### src/sv/assert_macros.svh
// ----------------------------------------------------------------------------
// assert_macros.svh
// shared concurrent assertion macros, clocked on clk and disabled in reset
// ----------------------------------------------------------------------------
`ifndef ASSERT_MACROS_SVH
`define ASSERT_MACROS_SVH

// property must hold at every rising edge of clk outside reset
`define ASSERT_CLK(label, prop, msg) \
    label: assert property (@(posedge clk) disable iff (!rst_n) (prop)) \
        else $error(msg);

// antecedent implies consequent on the following edge
`define ASSERT_NEXT(label, ante, cons, msg) \
    label: assert property (@(posedge clk) disable iff (!rst_n) (ante) |=> (cons)) \
        else $error(msg);

`endif

### src/sv/ptt_pkg.sv
// ----------------------------------------------------------------------------
// ptt_pkg
// types and codes shared by the page translation table modules
// ----------------------------------------------------------------------------
package ptt_pkg;

    // operation codes
    localparam logic [1:0] OP_INSERT = 2'd0;
    localparam logic [1:0] OP_SEARCH = 2'd1;
    localparam logic [1:0] OP_DELETE = 2'd2;

    // result status codes
    localparam logic [1:0] ST_OK   = 2'd0;
    localparam logic [1:0] ST_DUP  = 2'd1;
    localparam logic [1:0] ST_MISS = 2'd2;
    localparam logic [1:0] ST_FULL = 2'd3;

    typedef struct packed {
        logic [1:0]  opcode;
        logic [19:0] virtual_page;
        logic [15:0] physical_page;
    } req_t;

    typedef struct packed {
        logic [1:0]  status;
        logic        found;
        logic [15:0] found_page;
        logic [6:0]  occupancy;
    } rsp_t;

    // one table slot as held in the memory
    typedef struct packed {
        logic        valid;
        logic [19:0] key;
        logic [15:0] value;
    } entry_t;

    localparam int ENTRY_W = $bits(entry_t);

    // outcome of one scan over the table
    typedef struct packed {
        logic        hit;
        logic        free_found;
        logic [15:0] hit_page;
    } match_t;

endpackage

### src/sv/ptt_ram.sv
// ----------------------------------------------------------------------------
// ptt_ram
// generic single-clock ram, one write port and one read port, registered read
// ----------------------------------------------------------------------------
module ptt_ram #(
    parameter int WIDTH = 37,
    parameter int DEPTH = 64
) (
    input  logic                     clk,
    input  logic                     we,
    input  logic [$clog2(DEPTH)-1:0] waddr,
    input  logic [WIDTH-1:0]         wdata,
    input  logic                     re,
    input  logic [$clog2(DEPTH)-1:0] raddr,
    output logic [WIDTH-1:0]         rdata
);

    logic [WIDTH-1:0] mem [DEPTH];
    logic [WIDTH-1:0] rdata_reg;

    always_ff @(posedge clk)
    begin
        if (we)
        begin
            mem[waddr] <= wdata;
        end
        if (re)
        begin
            rdata_reg <= mem[raddr];
        end
    end

    assign rdata = rdata_reg;

endmodule

### src/sv/ptt_match.sv
// ----------------------------------------------------------------------------
// ptt_match
// compares each slot read during a scan against the key and keeps the first
// matching slot and the lowest free slot
// ----------------------------------------------------------------------------
module ptt_match #(
    parameter int ENTRIES = 64
) (
    input  logic                       clk,
    input  logic                       rst_n,
    input  logic                       clear,
    input  logic                       rd_vld,
    input  logic [$clog2(ENTRIES)-1:0] rd_idx,
    input  ptt_pkg::entry_t            rd_entry,
    input  logic [19:0]                key,
    output ptt_pkg::match_t            info,
    output logic [$clog2(ENTRIES)-1:0] hit_idx,
    output logic [$clog2(ENTRIES)-1:0] free_idx
);

    localparam int AW = $clog2(ENTRIES);

    logic          hit_reg, hit_next;
    logic          free_reg, free_next;
    logic [15:0]   page_reg, page_next;
    logic [AW-1:0] hit_idx_reg, hit_idx_next;
    logic [AW-1:0] free_idx_reg, free_idx_next;

    always_comb
    begin
        hit_next      = hit_reg;
        free_next     = free_reg;
        page_next     = page_reg;
        hit_idx_next  = hit_idx_reg;
        free_idx_next = free_idx_reg;
        priority if (clear)
        begin
            hit_next  = 1'b0;
            free_next = 1'b0;
        end
        else if (rd_vld)
        begin
            if (rd_entry.valid && (rd_entry.key == key) && !hit_reg)
            begin
                hit_next     = 1'b1;
                page_next    = rd_entry.value;
                hit_idx_next = rd_idx;
            end
            if (!rd_entry.valid && !free_reg)
            begin
                free_next     = 1'b1;
                free_idx_next = rd_idx;
            end
        end
        else
        begin
            // nothing read this cycle: hold
        end
    end

    always_ff @(posedge clk or negedge rst_n)
    begin
        if (!rst_n)
        begin
            hit_reg  <= 1'b0;
            free_reg <= 1'b0;
        end
        else
        begin
            hit_reg  <= hit_next;
            free_reg <= free_next;
        end
    end

    always_ff @(posedge clk)
    begin
        page_reg     <= page_next;
        hit_idx_reg  <= hit_idx_next;
        free_idx_reg <= free_idx_next;
    end

    assign info.hit        = hit_reg;
    assign info.free_found = free_reg;
    assign info.hit_page   = page_reg;
    assign hit_idx         = hit_idx_reg;
    assign free_idx        = free_idx_reg;

endmodule

### src/sv/page_translation_table.sv
// ----------------------------------------------------------------------------
// page_translation_table
// bounded table mapping virtual page numbers to physical page numbers
// ----------------------------------------------------------------------------
// A command transfers on a rising edge with start high and busy low. The cmd
// struct carries opcode (insert, search, delete), virtual_page as the key and
// physical_page for insert. Exactly one result follows per command: done is
// high for one cycle with the result struct (status, found, found_page and
// occupancy after the operation); the receiver cannot stall it.
// Each command scans every slot of one memory port, one slot a cycle, then
// drains the read pipeline (S_DRAIN) and updates the table (S_EXEC).
// busy falls in the same cycle that done rises, so a new command may
// transfer then; no new command is taken while one is in progress.
// After reset the memory is swept clear, one slot a cycle, with busy high;
// no command is taken until the sweep ends.
// ----------------------------------------------------------------------------
`include "assert_macros.svh"

module page_translation_table #(
    parameter int ENTRIES = 64
) (
    input  logic           clk,
    input  logic           rst_n,
    input  logic           start,
    output logic           busy,
    input  ptt_pkg::req_t  cmd,
    output logic           done,
    output ptt_pkg::rsp_t  result
);

    localparam int AW = $clog2(ENTRIES);
    localparam int CW = $clog2(ENTRIES + 1);

    typedef enum logic [4:0] {
        S_CLEAR = 5'b00001,
        S_IDLE  = 5'b00010,
        S_SCAN  = 5'b00100,
        S_DRAIN = 5'b01000,
        S_EXEC  = 5'b10000
    } state_t;

    state_t          state_reg, state_next;
    logic [AW-1:0]   addr_reg, addr_next;
    logic [CW-1:0]   count_reg, count_next;
    ptt_pkg::req_t   cmd_reg, cmd_next;
    logic            done_reg, done_next;
    ptt_pkg::rsp_t   rsp_reg, rsp_next;
    logic            rd_vld_reg;
    logic [AW-1:0]   rd_idx_reg;

    logic            we, re, clear;
    logic [AW-1:0]   waddr;
    ptt_pkg::entry_t wentry;
    logic [ptt_pkg::ENTRY_W-1:0] rdata;
    ptt_pkg::entry_t rd_entry;
    ptt_pkg::match_t info;
    logic [AW-1:0]   hit_idx, free_idx;
    logic            last;
    logic [CW+6:0]   occ_ext;

    ptt_ram #(
        .WIDTH (ptt_pkg::ENTRY_W),
        .DEPTH (ENTRIES)
    ) u_ram (
        .clk   (clk),
        .we    (we),
        .waddr (waddr),
        .wdata (wentry),
        .re    (re),
        .raddr (addr_reg),
        .rdata (rdata)
    );

    assign rd_entry = ptt_pkg::entry_t'(rdata);

    ptt_match #(
        .ENTRIES (ENTRIES)
    ) u_match (
        .clk      (clk),
        .rst_n    (rst_n),
        .clear    (clear),
        .rd_vld   (rd_vld_reg),
        .rd_idx   (rd_idx_reg),
        .rd_entry (rd_entry),
        .key      (cmd_reg.virtual_page),
        .info     (info),
        .hit_idx  (hit_idx),
        .free_idx (free_idx)
    );

    assign last    = (addr_reg == AW'(ENTRIES - 1));
    assign occ_ext = {7'd0, count_next};

    always_comb
    begin
        state_next = state_reg;
        addr_next  = addr_reg;
        count_next = count_reg;
        cmd_next   = cmd_reg;
        done_next  = 1'b0;
        rsp_next   = rsp_reg;
        we         = 1'b0;
        re         = 1'b0;
        clear      = 1'b0;
        waddr      = addr_reg;
        wentry     = '0;
        unique case (state_reg)
            S_CLEAR:
            begin
                we        = 1'b1;
                addr_next = addr_reg + AW'(1);
                if (last)
                begin
                    addr_next  = '0;
                    state_next = S_IDLE;
                end
            end
            S_IDLE:
            begin
                if (start)
                begin
                    cmd_next   = cmd;
                    addr_next  = '0;
                    clear      = 1'b1;
                    state_next = S_SCAN;
                end
            end
            S_SCAN:
            begin
                re        = 1'b1;
                addr_next = addr_reg + AW'(1);
                if (last)
                begin
                    addr_next  = '0;
                    state_next = S_DRAIN;
                end
            end
            S_DRAIN:
            begin
                // last read data is being taken by the match unit
                state_next = S_EXEC;
            end
            S_EXEC:
            begin
                rsp_next.status     = ptt_pkg::ST_OK;
                rsp_next.found      = 1'b0;
                rsp_next.found_page = '0;
                unique case (cmd_reg.opcode)
                    ptt_pkg::OP_INSERT:
                    begin
                        priority if (info.hit)
                        begin
                            rsp_next.status = ptt_pkg::ST_DUP;
                        end
                        else if (!info.free_found)
                        begin
                            rsp_next.status = ptt_pkg::ST_FULL;
                        end
                        else
                        begin
                            we           = 1'b1;
                            waddr        = free_idx;
                            wentry.valid = 1'b1;
                            wentry.key   = cmd_reg.virtual_page;
                            wentry.value = cmd_reg.physical_page;
                            count_next   = count_reg + CW'(1);
                        end
                    end
                    ptt_pkg::OP_SEARCH:
                    begin
                        if (info.hit)
                        begin
                            rsp_next.found      = 1'b1;
                            rsp_next.found_page = info.hit_page;
                        end
                        else
                        begin
                            rsp_next.status = ptt_pkg::ST_MISS;
                        end
                    end
                    ptt_pkg::OP_DELETE:
                    begin
                        if (info.hit)
                        begin
                            // valid cleared, rest of the slot is don't care
                            we    = 1'b1;
                            waddr = hit_idx;
                            if (count_reg != '0)
                            begin
                                count_next = count_reg - CW'(1);
                            end
                        end
                        else
                        begin
                            rsp_next.status = ptt_pkg::ST_MISS;
                        end
                    end
                    default:
                    begin
                        // unused opcode: no change
                    end
                endcase
                rsp_next.occupancy = occ_ext[6:0];
                done_next          = 1'b1;
                state_next         = S_IDLE;
            end
            default:
            begin
                state_next = S_IDLE;
            end
        endcase
    end

    always_ff @(posedge clk or negedge rst_n)
    begin
        if (!rst_n)
        begin
            state_reg  <= S_CLEAR;
            addr_reg   <= '0;
            count_reg  <= '0;
            done_reg   <= 1'b0;
            rd_vld_reg <= 1'b0;
        end
        else
        begin
            state_reg  <= state_next;
            addr_reg   <= addr_next;
            count_reg  <= count_next;
            done_reg   <= done_next;
            rd_vld_reg <= re;
        end
    end

    always_ff @(posedge clk)
    begin
        cmd_reg    <= cmd_next;
        rsp_reg    <= rsp_next;
        rd_idx_reg <= addr_reg;
    end

    assign busy   = (state_reg != S_IDLE);
    assign done   = done_reg;
    assign result = rsp_reg;

    `ASSERT_CLK(a_done_after_exec,
                !done_reg || ($past(state_reg) == S_EXEC),
                "result without update step")
    `ASSERT_CLK(a_count_bound, count_reg <= CW'(ENTRIES), "occupancy above capacity")
    `ASSERT_CLK(a_found_ok,
                !(done_reg && rsp_reg.found) || (rsp_reg.status == ptt_pkg::ST_OK),
                "found with bad status")
    `ASSERT_NEXT(a_start_scans, start && !busy, state_reg == S_SCAN,
                 "accepted command did not start a scan")

endmodule
### config.mk
export PLATFORM = sky130hd
export DESIGN_NAME = page_translation_table
export DESIGN_NICKNAME = d
export VERILOG_FILES = /design/src/sv/ptt_pkg.sv /design/src/sv/ptt_ram.sv /design/src/sv/ptt_match.sv /design/src/sv/page_translation_table.sv
export VERILOG_INCLUDE_DIRS = /design/src /design/src/sv
export SDC_FILE = /design/constraint.sdc
export NUM_CORES = 2
export LEC_CHECK = 0
export BUFFER_PORTS_ARGS = -buffer_cell sky130_fd_sc_hd__buf_2
export CAP_MARGIN = 5
export CORE_UTILIZATION = 40
export CTS_CLUSTER_SIZE = 40
export DETAILED_ROUTE_END_ITERATION = 6
export GPL_TIMING_DRIVEN = 0
export HOLD_SLACK_MARGIN = 0.06
export SYNTH_ARGS = -nofsm -noshare
export SYNTH_HDL_FRONTEND = slang
export SYNTH_SLANG_ARGS = --single-unit
### constraint.sdc
create_clock -name clk -period 9.2 [get_ports clk]
set_input_delay 0.92 -clock clk [delete_from_list [all_inputs] [get_ports clk]]
set_output_delay 0.92 -clock clk [all_outputs]
set_load 0.1 [all_outputs]
### Yosys cells after proc, flatten, opt, wreduce, memory -nomap -nowiden

Memories as Yosys holds them, arrays and structs flattened. A register that Yosys moved wholly into a read port is not among the register bits.
Cells that the tools add are included.

* bits in registers: 120
* bits in writable memories: 2368
* input port bits: 41
* output and inout port bits: 28
* word-level logic and storage cells: 102
* memories: 1

Memory list
* u_ram.mem: depth 64, bits a word 37, read ports 1, clocked after Yosys merged registers in 1, wr ports 1, line ptt_ram.sv:18 `logic [WIDTH-1:0] mem [DEPTH];`

* add/sub/neg operators: 3
* eq/ne operators: 13
* multiplexer cells: 44
* bitwise logic cells: 1
* reductions and logical operators: 22

Operator list (count)
* two-way mux 37 bit: 4
* two-way mux 6 bit: 6
* two-way mux 7 bit: 5
* case mux 6 bit (2 select lines): 2
* equality test 20 bit: 1
* case mux 5 bit (4 select lines): 1
* two-way mux 17 bit: 1
* two-way mux 1 bit: 15
* two-way mux 5 bit: 3
* case mux 7 bit (2 select lines): 1
* AND reduction 2 bit: 5
* AND reduction 3 bit: 3
* nonzero test 2 bit: 4
* adder 7 x 1 -> 7 bit (second input constant): 1
* nonzero test 7 bit: 1
* subtractor 7 x 1 -> 7 bit (second input constant): 1
* adder 6 x 1 -> 6 bit (second input constant): 1
* equality test 6 bit (second input constant): 1
* two-way mux 2 bit: 3
* != test 2 bit (second input constant): 3
* equality test 5 x 1 -> 1 bit (second input constant): 1
* equality test 5 x 2 -> 1 bit (second input constant): 1
* equality test 5 x 3 -> 1 bit (second input constant): 1
* equality test 5 x 4 -> 1 bit (second input constant): 1
* other kinds (11): 17

### Longest topological paths before layout

* depth in word-level cells: 6
* gate-level depth with buffers: 10

### Cells and area by module

A second synthesis with hierarchy kept.

* cell total of the unflattened synthesis: 4310
* area total of the unflattened synthesis: 95998.3 um2

By module, submodules not included
* ptt_ram: instances 1, cells each 3922, area an instance 90835.9 um2
* page_translation_table: instances 1, cells each 323, area an instance 3990.1 um2
* ptt_match: instances 1, cells each 65, area an instance 1172.4 um2

### Worst setup path after synthesis

No wires, ideal clock.

* kind: reg2reg
* from: reg cmd_reg[36] (netlist name)
* to: mem u_ram.mem[33][0] (enable)
* setup time: 524 ps
* arrival: 5538 ps
* path slack: 3139 ps
* cell stages (with the launch flop): 10
* buffers on the path: 2
* cells stage by stage: edfxtp_1 inv_1 ha_1 clkbuf_1 inv_1 o22ai_1 o21ai_1 a211o_1 buf_2 nor4_1

* cells in the longest elaborated chain, start to end: 5

RTL lines
* start, declared: line page_translation_table.sv:45 `ptt_pkg::req_t cmd_reg, cmd_next;`
* start signal, assigned: line page_translation_table.sv:236 `cmd_reg <= cmd_next;`
* equality test 2 bit or zero test 2 bit (tied branches): line page_translation_table.sv:148 `unique case (cmd_reg.opcode)`
* case mux 1 bit (2 select lines): line page_translation_table.sv:148
* case mux 1 bit (2 select lines): line page_translation_table.sv:107 `unique case (state_reg)`
* two-way mux 1 bit: line ptt_ram.sv:23 `if (we)`
* two-way mux 1 bit (implied by the code): line ptt_ram.sv:25 `mem[waddr] <= wdata;`
* end, declared: line ptt_ram.sv:18

Parallel ways exist; a longest one is shown, timed or not.

### Worst setup path after layout

* from: reg addr_reg[1]
* to: mem u_ram.mem[18][14] (enable)

* cells in the longest elaborated chain, start to end: 4

RTL lines
* start, declared: line page_translation_table.sv:43 `logic [AW-1:0] addr_reg, addr_next;`
* start signal, assigned: line page_translation_table.sv:227 `addr_reg <= addr_next;`
* two-way mux 6 bit: line page_translation_table.sv:155 `else if (!info.free_found)`
* two-way mux 6 bit: line page_translation_table.sv:151 `priority if (info.hit)`
* case mux 6 bit (2 select lines): line page_translation_table.sv:148
* two-way mux 6 bit (*): line page_translation_table.sv:107

Mark *: on every way between the ends. The rest lies on a longest branch, timed or not.

==> reports/metrics.yaml <==
status: "complete, but fails checks"
violations: "max-slew violations"
synth_cells: 4389
period_share: 0.5759
clockBufferDepth: 4
cts.reportedPaths.clkPinSlew_ns: 0.06
dp_hpwl_um: 201500
finalCriticalPeriod_ns: 5.298
setup_viol: 0
cts.sinks: 2525
cp_num_buf_inv: 10
slew_viol_final: 1
grt_pass1_wl_um: 390800
clk_latency_ns: 0.93
synth_compound_area_frac: 0.03516
crit_chain: "buf_2 -> buf_2 -> buf_1 -> o21ai_0 -> a21bo_2 -> buf_2 -> nor4_2 -> buf_4 -> buf_4 -> buf_4 -> buf_4 -> buf_4 -> buf_4"
fin_skew_ns: 0.05089
synth_top_family_by_area: "multiplexers"
wl_per_cell_um: 33.05
clock.fmax_ghz: 0.1888
synthAdderAreaFrac: 0.001038
rows: 179
grt_pass1_vias: 49870
yosys-top-cells-area: "edfxtp_1 (78%), mux4_2 (12%), mux2i_1 (2.8%)"
die_y_um: 492.9
required_ns: 9.80
drv_cap: 0
synth-seq-cells: 2525
finalHoldViolations: 0
cpPeakStageDelay_ns: 1.01
ir_drop_mv: 0.1430
synth_commonest_cells: "edfxtp_1 (2497), mux4_2 (503), mux2i_1 (273)"
synth.avg_cell_area_um2: 21.97
slew_headroom: -0.03388
synth_area_um2: 96410
cts_tree: "yes"
worst-setup-path-type: "reg2reg"
grt_usage: 0.2303
grt_remaining_overflow: 0
die_area_um2: 243000
pre_cts_ws_ns: 4.036
grt_max_degree: 65
globalplace.congestion: 0.9317
synth-xor-area-share: 0.002453
worstSetupStartpointType: "flip-flop"
power_mw: 26.11
worstPathArrival_ns: 5.90
routed_wl_um: 283200
synthesis.nets: 4438
end_kind: "flip-flop"
synth-edff-count: 2497
synth_top_area_cell: "edfxtp_1"
crit_family: "buffers and inverters"
hp-class: "in2reg"
grt_setup_unrepaired: "false"
drtAntennaViolNets: 0
synthMuxAreaShare: 0.1460
nNetsFinal: 5251
clockRootBuffer: "clkbuf_16"
fill_cells: 19520
largest_reg_flops: 2368
io_pins: 69
async_flop_share: 0.008713
cp_slowest_cell: "buf_1"
vias: 51060
yosysSeqAreaShare: 0.7847
synth_cell_types: 68
yosysMostFrequentCell: "edfxtp_1"
cts_buffers: 279
ys_warn_count: 0
leakagePower_nw: 41.84
core_area_um2: 238700
drt_iter0_drc: 7205
synth-simple-area-share: 0.01814
holdWs_ns: 0.1721
yosysTopAreaCellShare: 0.7777
viasPerCell: 5.959
chipWidth_um: 492.9
synth_ff_type: "edfxtp_1"
first_pass_iters: 6
antenna_found_initial: 19
layout_setup_ws_ns: 3.902
worst_slew_pin_slew_ns: 1.551
port_buffers: 68
route.detailed.drc: 0
layout-drive-gt1-share: 0.3032
initial_core_util: 0.4038
cts.htree.levels: 5
critPathMostFrequentCell: "buf_4"
p_per_area_nw_per_um2: 228.9
area_growth_syn_to_layout_pct: 18.34
critPathMaxFanout: 10
layout by cell type, fill, tap and decap left out, types with 31 or more instances in the layout:
master / count
edfxtp_1: 2497
mux4_2: 503
buf_4: 363
clkbuf_16: 291
mux2i_1: 273
clkbuf_1: 174
buf_2: 163
a21oi_1: 97
a22oi_1: 83
o21ai_0: 62
buf_6: 61
o22ai_1: 59
clkinv_1: 58
nor4_2: 55
nand3_1: 44
o221ai_1: 39
and2_2: 35
a221oi_1: 35
clkinv_2: 35
buf_1: 33
nand2_1: 32
a22o_1: 31
buf_12: 31
what timing repair did:
item,4_1_cts,5_1_grt
buffers inserted,0,0
hold buffers,1,0
endpoints found under the hold margin,21,0
gates resized for setup,0,0
worst reg2reg max path: cells and delay by family, from the launching register on:
kind | cells | cell delay (ns)
DFF | 1 | 0.36
and+or+nand+nor | 1 | 0.70
AOI/OAI and AO/OA | 2 | 0.73
buffers and inverters | 10 | 3.21
through the flow:
step,TNS [ns],instances,instance area (µm²),utilization
2_1_floorplan,0,4389,96410,-
3_3_place_gp,-4580.96,7624,100700,0.4218
3_5_place_dp,0,8086,105500,0.4420
4_1_cts,0,8561,114100,0.4777
5_1_grt,0,8565,114100,0.4778
6_report,0,8569,114100,0.4779
report_power, final:
part | internal [mW] | switching (mW) | leakage (nW)
Clock | 6.17 | 4.41 | 4.15
Sequential | 12.6 | 0.0846 | 29.0
Combinational | 0.970 | 1.90 | 8.66
cell type report:
type / count / area (µm²) / area share
Antenna cell: 7 / 17.52 / 0.0001535
Tap cell: 3167 / 3963 / 0.03473
Multi-Input combinational cell: 1591 / 20040 / 0.1757
Clock buffer: 350 / 7533 / 0.06603
Inverter: 12 / 46.29 / 0.0004058
Sequential cell: 2525 / 75650 / 0.6631
Buffer: 261 / 1167 / 0.01023
Clock inverter: 124 / 984.7 / 0.008631
Timing Repair Buffer: 532 / 4681 / 0.04103
logic make-up after synthesis:
family | Yosys count
flip-flops | 2525
XOR/XNOR | 27
AO/OA/AOI/OAI | 488
adder cells (fa/ha/maj) | 8
multiplexers | 777
buffers and inverters | 273
AND/OR/NAND/NOR | 291
routing by layer:
layer  up-vias  routed length [µm]  track usage
met4         2               12130      0.09391
met5         -                  13            0
met2      2864              131000       0.3550
met1     27400              114200       0.3258
met3       474               25810      0.03976
li1      20320                   -            -
final timing paths:
path | start | to | slack [ns] | cells after the start
min reg2reg | addr_reg[2] | rd_idx_reg[2] | 0.38 | 0
min | cmd[29] | cmd_reg[29] | 0.17 | 1
min in group asynchronous | rst_n | done | 0.58 | 2
max in group asynchronous | rst_n | count_reg[5] | 8.18 | 2
max reg2reg | addr_reg[1] | u_ram.mem[18][14] | 3.90 | 13
max | addr_reg[1] | u_ram.mem[18][14] | 3.90 | 13
Power figures use the tool's default switching activity.
